## src/design/alm_pkg.sv

```systemverilog
// ----------------------------------------------------------------------------
// alm_pkg
// Shared types and codes of the array based linked list manager: command
// and status codes, field widths and the write enable group of the slot store.
// ----------------------------------------------------------------------------
package alm_pkg;

  localparam int CMD_BITS    = 3;
  localparam int SLOT_BITS   = 4;
  localparam int VALUE_W     = 32;
  localparam int POS_BITS    = 5;
  localparam int STATUS_BITS = 3;

  localparam logic [CMD_BITS-1:0] CMD_INS_FRONT  = 3'd0;
  localparam logic [CMD_BITS-1:0] CMD_INS_AFTER  = 3'd1;
  localparam logic [CMD_BITS-1:0] CMD_INS_BEFORE = 3'd2;
  localparam logic [CMD_BITS-1:0] CMD_DELETE     = 3'd3;
  localparam logic [CMD_BITS-1:0] CMD_READ       = 3'd4;
  localparam logic [CMD_BITS-1:0] CMD_FIND       = 3'd5;

  localparam logic [STATUS_BITS-1:0] ST_OK       = 3'd0;
  localparam logic [STATUS_BITS-1:0] ST_EMPTY    = 3'd1;
  localparam logic [STATUS_BITS-1:0] ST_BADIDX   = 3'd2;
  localparam logic [STATUS_BITS-1:0] ST_ZERO     = 3'd3;
  localparam logic [STATUS_BITS-1:0] ST_UNUSED   = 3'd4;
  localparam logic [STATUS_BITS-1:0] ST_FULL     = 3'd5;
  localparam logic [STATUS_BITS-1:0] ST_NOTFOUND = 3'd6;

  // most results one find command may return
  localparam logic [POS_BITS-1:0] RESULT_LIMIT = 5'd16;

  typedef struct packed {
    logic val_we;
    logic next_we;
    logic prev_we;
  } mem_we_t;

endpackage

```

## src/design/alm_slot_mem.sv

```systemverilog
// ----------------------------------------------------------------------------
// alm_slot_mem
// Slot store: value, next link and prev link arrays. One shared read address
// with registered read data, one write port per array.
// ----------------------------------------------------------------------------
module alm_slot_mem import alm_pkg::*; #(
  parameter int CAPACITY   = 16,
  parameter int VALUE_BITS = 32
) (
  input  logic                              clk,
  input  logic [$clog2(CAPACITY)-1:0]       rd_addr,
  output logic [VALUE_BITS-1:0]             rd_val,
  output logic [$clog2(CAPACITY+1)-1:0]     rd_next,
  output logic [$clog2(CAPACITY+1)-1:0]     rd_prev,
  input  mem_we_t                           we,
  input  logic [$clog2(CAPACITY)-1:0]       val_addr,
  input  logic [VALUE_BITS-1:0]             val_data,
  input  logic [$clog2(CAPACITY)-1:0]       next_addr,
  input  logic [$clog2(CAPACITY+1)-1:0]     next_data,
  input  logic [$clog2(CAPACITY)-1:0]       prev_addr,
  input  logic [$clog2(CAPACITY+1)-1:0]     prev_data
);

  localparam int LW = $clog2(CAPACITY + 1);

  logic [VALUE_BITS-1:0] val_mem  [CAPACITY];
  logic [LW-1:0]         next_mem [CAPACITY];
  logic [LW-1:0]         prev_mem [CAPACITY];

  always_ff @(posedge clk) begin
    if (we.val_we) begin
      val_mem[val_addr] <= val_data;
    end
    if (we.next_we) begin
      next_mem[next_addr] <= next_data;
    end
    if (we.prev_we) begin
      prev_mem[prev_addr] <= prev_data;
    end
    rd_val  <= val_mem[rd_addr];
    rd_next <= next_mem[rd_addr];
    rd_prev <= prev_mem[rd_addr];
  end

endmodule

```

## config.mk

```make
export PLATFORM = sky130hd
export DESIGN_NAME = alm_slot_mem
export DESIGN_NICKNAME = d
export VERILOG_FILES = /design/src/design/alm_pkg.sv /design/src/design/alm_slot_mem.sv
export SDC_FILE = /design/constraint.sdc
export NUM_CORES = 1
export LEC_CHECK = 0
export BUFFER_PORTS_ARGS = -buffer_cell sky130_fd_sc_hd__buf_4
export CAP_MARGIN = 10
export CORE_ASPECT_RATIO = 0.6
export CORE_MARGIN = 3
export CORE_UTILIZATION = 56
export CTS_BUF_LIST = sky130_fd_sc_hd__clkbuf_4 sky130_fd_sc_hd__clkbuf_8 sky130_fd_sc_hd__clkbuf_16
export DETAILED_ROUTE_END_ITERATION = 7
export GPL_TIMING_DRIVEN = 0
export PLACE_DENSITY = 0.82
export SLEW_MARGIN = 25
export SYNTH_ARGS = -nofsm -noshare
export SYNTH_HDL_FRONTEND = slang
export SYNTH_SLANG_ARGS = --single-unit
```

## constraint.sdc

```tcl
create_clock -name clk -period 4.3 [get_ports clk]
set_input_delay 0.43 -clock clk [delete_from_list [all_inputs] [get_ports clk]]
set_output_delay 0.43 -clock clk [all_outputs]
set_load 0.05 [all_outputs]
```

==> results of run 1 <==
-- worst max-delay path, stage by stage --
cell	delay, ps
sky130_fd_sc_hd__buf_2	190
sky130_fd_sc_hd__buf_2	290
sky130_fd_sc_hd__clkbuf_1	740
sky130_fd_sc_hd__mux4_2	430
sky130_fd_sc_hd__a22oi_1	220
sky130_fd_sc_hd__nand2_1	100
-- sequential cells by signal (all words and copies together) (netlist names) --
name / cells
val_mem: 512
next_mem: 80
prev_mem: 80
rd_val: 32
rd_next: 5
rd_prev: 5
-- worst min path at each step --
stage                                          from                        to  slack [ps]  cells past startpoint
after floorplan                        next_data[0]  next_mem[0][0]$_DFFE_PP_         530                      0
after global placement    val_mem[15][29]$_DFFE_PP_        rd_val[29]$_DFF_P_         650                      3
after detailed placement  prev_mem[13][0]$_DFFE_PP_        rd_prev[0]$_DFF_P_         660                      3
after CTS                              val_data[15]  val_mem[7][15]$_DFFE_PP_         100                      1
after global routing                   val_data[15]  val_mem[7][15]$_DFFE_PP_         120                      1
final                                  val_data[15]  val_mem[7][15]$_DFFE_PP_         130                      1
-- through the flow --
| stage | worst slack, ps | hold WS (ps) |
|---|---|---|
| finish | 2360 | 131 |
| global route | 2360 | 122 |
| CTS | 2440 | 99.3 |
| detailed placement | 1820 | 663 |
| global placement | -1800 | 651 |
| floorplan | 689 | 529 |
-- cells by family after synthesis --
kind of cell / Yosys count / synth area share [%]
flops: 714 / 80.0
simple gates: 115 / 1.94
buf+inv: 57 / 1.30
mux: 168 / 14.4
compound gates: 84 / 2.40
-- final cells by class --
| cell class | count | area, sq um |
|---|---|---|
| plain buffers | 57 | 342 |
| well taps | 620 | 776 |
| diodes | 1 | 2.50 |
| fillers | 2667 | 15000 |
| clock inverters | 18 | 148 |
| flip-flops and latches | 714 | 21000 |
| repair buffers | 139 | 1410 |
| multi-input cells | 367 | 5030 |
| clock buffers | 92 | 1800 |
-- power breakdown --
part	leakage, nW	internal, mW	switching [mW]
logic	2.51	0.351	0.621
registers	6.42	7.77	0.0559
clock network	0.987	3.01	2.38
-- layer usage --
| layer | track usage [%] | vias up | share of wire (%) |
|---|---|---|---|
| li1 | - | 5225 | - |
| met1 | 36.3 | 6869 | 38 |
| met2 | 39.6 | 1041 | 48 |
| met3 | 5.91 | 182 | 11 |
| met4 | 8.67 | 8 | 3.4 |
| met5 | 0 | - | 0.088 |
-- synthesized netlist by cell type --
| cell type | count | share of area (%) |
|---|---|---|
| sky130_fd_sc_hd__buf_1 | 1 | 0.014 |
| sky130_fd_sc_hd__nor3_1 | 12 | 0.23 |
| sky130_fd_sc_hd__a22oi_1 | 84 | 2.4 |
| sky130_fd_sc_hd__nand3b_1 | 6 | 0.17 |
| sky130_fd_sc_hd__nor2_1 | 37 | 0.53 |
| sky130_fd_sc_hd__nand2_1 | 45 | 0.64 |
| sky130_fd_sc_hd__mux4_2 | 168 | 14 |
| sky130_fd_sc_hd__buf_4 | 2 | 0.057 |
| sky130_fd_sc_hd__clkbuf_1 | 23 | 0.33 |
| sky130_fd_sc_hd__or3b_2 | 3 | 0.10 |
| sky130_fd_sc_hd__buf_2 | 18 | 0.34 |
| sky130_fd_sc_hd__nor2b_1 | 2 | 0.048 |
| sky130_fd_sc_hd__dfxtp_1 | 42 | 3.2 |
| sky130_fd_sc_hd__nand3_1 | 3 | 0.057 |
| sky130_fd_sc_hd__edfxtp_1 | 672 | 77 |
| sky130_fd_sc_hd__buf_6 | 13 | 0.56 |
| sky130_fd_sc_hd__nand2b_1 | 6 | 0.14 |
| sky130_fd_sc_hd__and2_1 | 1 | 0.024 |
==> run metrics, run 1 <==
flop-to-flop setup slack=2840 ps; total clock sinks=714; relative slew slack=34.9%; Setup Total Neg Slack=0 ps; effective utilization at floorplan=57.7%; number of hold buffers added after CTS=0; Syn-to-layout area delta=16.2%; Critical Path Source=rd_addr[1]; number of vias after detailed routing=13,300; Core Rows=60; final clock period utilization by the worst path=45.0%; worst r2r dst=rd_val[23]$_DFF_P_; Setup Crit Path Kind=primary input to flip-flop; CTS HTree Levels=2; leakage dissipation=9.92 nW; endpoint type of the worst setup path=flip-flop; count of nets after finishing=1,399; half-perimeter wire length after placement=approximately 37 mm; path type of the worst min-delay path=primary input to flip-flop; worst-margin pin slew=969 ps; global-route wire length before repair=92.0 mm; Max rail drop VDD=about 0.34 mV; synthesized area per cell=23.1 sq um; run status=completed; number of antenna violations at the first check in global routing=5; number of optimization iterations in the first detailed-route pass=6; highest-count cells in the layout ignoring fill and taps=sky130_fd_sc_hd__edfxtp_1, sky130_fd_sc_hd__mux4_2, sky130_fd_sc_hd__buf_4; root buffer cell=sky130_fd_sc_hd__clkbuf_16; Post-Syn Area=0.0263 sq mm; per-cell routed wire length=between 30 and 40 um; die outline area=around 0.05 sq mm; final core area utilization=approximately two thirds; power per cell area=between 400 and 500 mW/mm^2; total non-filler cell area in the finished layout=slightly above 0.03 sq mm; drt total wl=62.4 mm; Vias per Instance=6.64; clock input transition at the sequential cells of the worst setup and hold paths=roughly 70 ps; non-filler cells, final=2,008; clock buffers created by TritonCTS=58; number of primary I/O pins=approximately 100; Arr. time, crit path=around 2400 ps; buffers from clock root to sink, at most=3; CTS tree=built; most common cell after layout, fill and taps aside=sky130_fd_sc_hd__edfxtp_1; maximum number of pins on one net before global-route repair=19; number of violations reported at the end of detailed-routing iteration 0=1,825; number of cells in the design after placement=1,897; source-to-sink clock delay at the later pin of the worst-skew pair=600 ps; count of different cell masters after synthesis=18; # resized after CTS=0; PnR Total Power=14.2 mW; post-layout min period=1940 ps; final count of negative-setup-slack endpoints=0; Final Max Tran Viols=0; post-synthesis instance total=1,138; highest attainable clock frequency=about 520 MHz; DRC violations left=0; die outline height=174 um; fraction of final layout cells sized beyond drive strength 1=33.5%; startpoint of the worst-slack reg-to-reg timing path=val_mem[3][23]$_DFFE_PP_; via count of the first global-routing pass=~14,000; total of flip-flops plus latches after synthesis=714; worst reg2reg path depth=3; YS warnings=0; Hold Violations, Final=0; GR Overflow Total=0; Max FO, Critical Path=10; routability congestion estimate=0.793; setup clock skew after layout=~13 ps; required time worst endpoint=4770 ps; buffers inserted by post-CTS timing repair=0; share of the yosys chip area belonging to registers=80.0%; width of the chip=286 um; number of nets still failing antenna checks after routing=0; termination of the worst setup path=rd_val[16]$_DFF_P_; unrepaired setup endpoints after global routing=no; core box area=around 0.046 sq mm; post-detailed-placement cell area=approximately 0.029 sq mm; total nets after synthesis=1,200; critical path launch point type=primary input; number of max-capacitance violations reported=0; global router's overall resource usage=approximately a quarter; count of buffers inserted at the top-level ports=101
Power figures use the tool's default switching activity.
==> run 2, diff against run 1 <==
clock period = 1.9 ns   (was 4.3 ns; I/O delays follow)
==> run 2 against run 1 <==
  * Clock power is 140% higher
  * Combinational power is 130% higher
  * Worst hold slack worse by 130 ps
  * Critical endpoint is now rd_val[18]$_DFF_P_
==> run metrics, run 2 (synthesized netlist as in run 1, its figures left out) <==
run status=completed; biggest regs=val_mem x512, next_mem x80, prev_mem x80; GR Overflow Total=0 (unchanged); number of optimization iterations in the first detailed-route pass=5 (-1); number of hold buffers added after CTS=42 (+42); global-route wire length before repair=90.7 mm (-1.4%); non-filler cells, final=2,044 (+1.8%); max reg flops=512 (unchanged); via count of the first global-routing pass=13,700 (+0.10%); number of fill cells=2,617 (-1.9%); number of nets still failing antenna checks after routing=0 (unchanged); fraction of final layout cells sized beyond drive strength 1=32.0% (-1.6 points); Hold Violations, Final=0 (unchanged); Max FO, Critical Path=10 (unchanged); source-to-sink clock delay at the later pin of the worst-skew pair=620 ps (+20 ps); total clock sinks=714 (unchanged); critical path launch point type=primary input; crit-path cells=buf_2 > buf_2 > clkbuf_1 > mux4_2 > a22oi_1 > nand2_1; final clock period utilization by the worst path=86.5%; number of cells in the design after placement=1,889 (-0.42%); share of power burned in registers=54.0% (-1.2 points); endpoint type of the worst setup path=flip-flop; most common cell after layout, fill and taps aside=sky130_fd_sc_hd__edfxtp_1; buffers from clock root to sink, at most=3 (unchanged); root buffer cell=sky130_fd_sc_hd__clkbuf_16; internal power=25.7 mW (+130%); delay of the slowest cell on the worst path=670 ps (-70 ps); width of the chip=286 um (unchanged); count of nets after finishing=1,435 (+2.6%); clock buffers created by TritonCTS=59 (+1.7%); setup clock skew after layout=20.9 ps (+7.47 ps); Syn-to-layout area delta=18.2%; Final Max Tran Viols=0 (unchanged); per-cell routed wire length=29.7 um (-4.4%); antenna cells=0 (-1); number of max-capacitance violations reported=0 (unchanged); Arr. time, crit path=2120 ps (-280 ps); CTS HTree Levels=2 (unchanged); core box area=0.0456 sq mm (unchanged); CTS tree=built; highest-delay cell along the critical path=sky130_fd_sc_hd__clkbuf_1; drt total wl=60.7 mm (-2.7%); # resized after CTS=0 (unchanged); Net Switching=7.09 mW (+130%); power per cell area=1060 mW/mm^2 (+130%); combinational power share=6.9% (about the same); Max rail drop VDD=0.882 mV (+160%); required time worst endpoint=2380 ps (-2390 ps); effective utilization at floorplan=57.7% (unchanged); count of buffers inserted at the top-level ports=101 (unchanged); maximum number of pins on one net before global-route repair=18 (-1); relative slew slack=30.6% (-4.3 points); die outline height=174 um (unchanged); Setup Crit Path Kind=primary input to flip-flop; highest-count cells in the layout ignoring fill and taps=sky130_fd_sc_hd__edfxtp_1, sky130_fd_sc_hd__mux4_2, sky130_fd_sc_hd__buf_4; unrepaired setup endpoints after global routing=no; die outline area=0.0497 sq mm (unchanged); DRC violations left=0 (unchanged); global router's overall resource usage=25.0% (-0.48 points); post-layout min period=1640 ps; Vias per Instance=6.52 (-1.7%); half-perimeter wire length after placement=36.5 mm (-1.6%); worst-margin pin slew=1040 ps (+72.1 ps); highest attainable clock frequency=608 MHz; most frequent cell on the critical path=sky130_fd_sc_hd__buf_2; DP Worst Slack=-251 ps (-2070 ps); clock share of power=39.1% (+1.1 points); Core Rows=60 (unchanged); cell family with most CP delay=buffers and inverters; post-detailed-placement cell area=0.0286 sq mm (about the same); path type of the worst min-delay path=primary input to flip-flop; Final Worst Setup Slack=256 ps (-2110 ps); buffers inserted by post-CTS timing repair=0 (unchanged); number of violations reported at the end of detailed-routing iteration 0=1,752 (-4.0%); total non-filler cell area in the finished layout=0.0311 sq mm (+1.8%); register containing the most flip-flops in the final layout=val_mem; number of antenna violations at the first check in global routing=0 (-5); routability congestion estimate=0.797 (+0.43%); number of primary I/O pins=104 (unchanged); clock input transition at the sequential cells of the worst setup and hold paths=80 ps (about the same); final count of negative-setup-slack endpoints=0 (unchanged); CP Buf/Inv Count=3 (unchanged); switch share=21.6% (+0.11 points); leakage dissipation=10.1 nW (+2.0%); number of vias after detailed routing=13,300 (+0.053%)
run 2: cell type report:
type	instances	area [sq um]	share of cell area (%)
Sequential cell	714	21000	67.6
Multi-Input combinational cell	367	5070	16.3
Timing Repair Buffer	174	1820	5.86
Clock buffer	77	1650	5.31
Tap cell	620	776	2.50
Clock inverter	35	398	1.28
Buffer	57	342	1.10
run 2: power by group through the flow:
stage	clock network, mW	registers (mW)	logic, mW
floorplan	0	18.4	0.877
global placement	0	18.0	2.02
detailed placement	0	18.0	2.15
CTS	12.9	17.7	2.25
global route	13.5	17.7	2.38
finish	12.8	17.7	2.26
run 2: worst paths after layout:
path / start / endpoint / slack, ps / cells past startpoint
worst max-delay path: rd_addr[1] / rd_val[18]$_DFF_P_ / 260 / 6
worst min register to register: prev_mem[12][0]$_DFFE_PP_ / rd_prev[0]$_DFF_P_ / 660 / 3
worst max register to register: val_mem[3][30]$_DFFE_PP_ / rd_val[30]$_DFF_P_ / 420 / 3
worst min-delay path: next_addr[0] / next_mem[12][0]$_DFFE_PP_ / 4 / 2
run 2: layer usage:
metal | GRT usage, % | part of all wire [%] | vias to the layer above
met5 | 0 | 0 | -
met4 | 8.28 | 3.2 | 0
met3 | 4.55 | 10 | 143
met2 | 39.3 | 48 | 950
met1 | 36.2 | 39 | 6948
li1 | - | - | 5291
run 2: metrics by stage:
stage	hold slack [ps]	utilization (%)	power (mW)	TNS, ps
after floorplan	289	-	19.3	-89890
after global placement	477	61.2	20.0	-735740
after detailed placement	493	62.7	20.2	-11610
after CTS	7.17	68.2	32.9	0
after global routing	0.336	68.2	33.6	0
final	3.81	68.2	32.8	0
==> run 3, diff against run 2 <==
CORE_ASPECT_RATIO = default   (was 0.6)
==> run 3 against run 2 <==
  * Final cell count fell by 0.39%
  * Largest power group unchanged
  * Highest routed layer is now met5
  * Clock skew rose by 5.8 ps
  * Die area fell by 0.17%
==> run metrics, run 3 (synthesized netlist as in run 1, its figures left out) <==
run status=completed; unrepaired setup endpoints after global routing=no; clock input transition at the sequential cells of the worst setup and hold paths=60 ps (-20 ps); width of the chip=223 um (-22%); Setup Crit Path Kind=primary input to flip-flop; die outline height=223 um (+28%); half-perimeter wire length after placement=36.3 mm (-0.56%); cell family with most CP delay=buffers and inverters; max reg flops=512 (unchanged); routability congestion estimate=0.755 (-5.2%); Hold Violations, Final=0 (unchanged); multi-input logic area=0.00506 sq mm (about the same); worst slack on hold paths=50.9 ps (+47.0 ps); critical path launch point type=primary input; drt total wl=63.4 mm (+4.3%); number of fill cells=2,599 (-0.69%); CTS tree=built; crit-path cells=buf_2 > buf_2 > clkbuf_1 > mux4_2 > a22oi_1 > nand2_1; buffers inserted by post-CTS timing repair=0 (unchanged); maximum number of pins on one net before global-route repair=20 (+2); CP Buf/Inv Count=3 (unchanged); highest-count cells in the layout ignoring fill and taps=sky130_fd_sc_hd__edfxtp_1, sky130_fd_sc_hd__mux4_2, sky130_fd_sc_hd__buf_4; effective utilization at floorplan=57.3% (-0.38 points); per-cell routed wire length=31.1 um (+4.7%); relative slew slack=37.4% (+6.8 points); setup clock skew after layout=26.7 ps (+5.79 ps); PnR Total Power=33.3 mW (+1.7%); highest-delay cell along the critical path=sky130_fd_sc_hd__clkbuf_1; global router's overall resource usage=26.1% (+1.1 points); footprint of the flip-flops and latches=0.0210 sq mm (unchanged); number of violations reported at the end of detailed-routing iteration 0=2,196 (+25%); Vias per Instance=6.64 (+1.8%); Core Rows=78 (+30%); number of primary I/O pins=104 (unchanged); buffers from clock root to sink, at most=3 (unchanged); number of nets still failing antenna checks after routing=0 (unchanged); biggest regs=val_mem x512, next_mem x80, prev_mem x80; count of nets after finishing=1,439 (+0.28%); root buffer cell=sky130_fd_sc_hd__clkbuf_16; register containing the most flip-flops in the final layout=val_mem; final clock period utilization by the worst path=84.8% (-1.7 points); die outline area=0.0496 sq mm (-0.17%); Final Max Tran Viols=0 (unchanged); number of max-capacitance violations reported=0 (unchanged); highest attainable clock frequency=621 MHz (+2.0%); core box area=0.0459 sq mm (+0.66%); fraction of final layout cells sized beyond drive strength 1=32.2% (+0.24 points); total clock sinks=714 (unchanged); count of buffers inserted at the top-level ports=101 (unchanged); worst-margin pin slew=939 ps (-102 ps); power per cell area=1070 mW/mm^2 (+1.5%); endpoint type of the worst setup path=flip-flop; final count of negative-setup-slack endpoints=0 (unchanged); most frequent cell on the critical path=sky130_fd_sc_hd__buf_2; number of vias after detailed routing=13,500 (+1.4%); clock buffers created by TritonCTS=68 (+15%); most common cell after layout, fill and taps aside=sky130_fd_sc_hd__edfxtp_1; Arr. time, crit path=2060 ps (-60 ps); DRC violations left=0 (unchanged); Max FO, Critical Path=10 (unchanged); Syn-to-layout area delta=18.4%; GR Overflow Total=0 (unchanged); path type of the worst min-delay path=primary input to flip-flop; CTS HTree Levels=3 (+1); post-layout min period=1610 ps (-33.0 ps); delay of the slowest cell on the worst path=610 ps (-60 ps); DP Worst Slack=-313 ps (-61.6 ps); Final Worst Setup Slack=289 ps (+33.0 ps); number of antenna violations at the first check in global routing=5 (+5); via count of the first global-routing pass=14,100 (+2.8%); Max rail drop VDD=0.787 mV (-11%); final core area utilization=67.8% (-0.35 points); required time worst endpoint=2350 ps (-30 ps); leakage dissipation=10.1 nW (+0.36%); source-to-sink clock delay at the later pin of the worst-skew pair=600 ps (-20 ps); number of optimization iterations in the first detailed-route pass=5 (unchanged); global-route wire length before repair=94.2 mm (+3.9%)
-- run 3: cell types whose count changed in the layout (fill, tap and decap cells not counted), moves of 3 or more --
cell	before	now
sky130_fd_sc_hd__clkbuf_8	6	3
sky130_fd_sc_hd__buf_16	16	13
sky130_fd_sc_hd__diode_2	0	4
sky130_fd_sc_hd__clkinv_2	9	16
sky130_fd_sc_hd__bufinv_16	8	3
sky130_fd_sc_hd__clkbuf_16	59	71
sky130_fd_sc_hd__inv_6	5	2
-- run 3: stage by stage --
stage,TNS [ps],instances,area (sq um)
final,0,2036,31100
after floorplan,-89890,1138,26300
after CTS,0,2032,31100
after global routing,0,2033,31100
after detailed placement,-24040,1865,28500
after global placement,-762750,1839,27800
-- run 3: report_power, final --
| group | internal [mW] | switching (mW) | leakage [nW] |
|---|---|---|---|
| clock | 7.58 | 5.76 | 1.10 |
| sequential | 17.6 | 0.123 | 6.42 |
| combinational | 0.847 | 1.42 | 2.62 |
-- run 3: layout make-up --
cell class | count | share of cell area [%]
Sequential cell | 714 | 67.5
Multi-Input combinational cell | 367 | 16.3
Clock buffer | 86 | 6.13
Timing Repair Buffer | 169 | 5.55
Tap cell | 600 | 2.41
Buffer | 57 | 1.10
Clock inverter | 39 | 0.965
Antenna cell | 4 | 0.0322
-- run 3: worst paths after layout --
check	from	to	slack, ps	depth (start not counted)
worst max register to register	next_mem[10][4]$_DFFE_PP_	rd_next[4]$_DFF_P_	410	3
worst min-delay path	val_addr[1]	val_mem[0][31]$_DFFE_PP_	50	2
worst max-delay path	rd_addr[1]	rd_val[20]$_DFF_P_	290	6
worst min register to register	val_mem[4][12]$_DFFE_PP_	rd_val[12]$_DFF_P_	680	3
-- run 3: timing repair --
item / 4_1_cts / 5_1_grt
gates resized for setup: 0 / 0
hold buffers: 42 / 0
hold endpoints to repair: 672 / 0
-- run 3: worst reg2reg max path, stage by stage, from the launching register on --
cell	delay, ps
sky130_fd_sc_hd__edfxtp_1	380
sky130_fd_sc_hd__mux4_2	500
sky130_fd_sc_hd__a22oi_1	320
sky130_fd_sc_hd__nand2_1	160
-- run 3: metal layers --
layer / vias up / part of all wire [%] / GRT usage (%) / routed length (um)
li1: 5329 / - / - / -
met1: 6946 / 36 / 35.1 / 22900
met2: 1044 / 50 / 41.7 / 31500
met3: 200 / 10 / 6.22 / 6340
met4: 2 / 4.2 / 11.3 / 2630
met5: - / 0.027 / 0 / 17
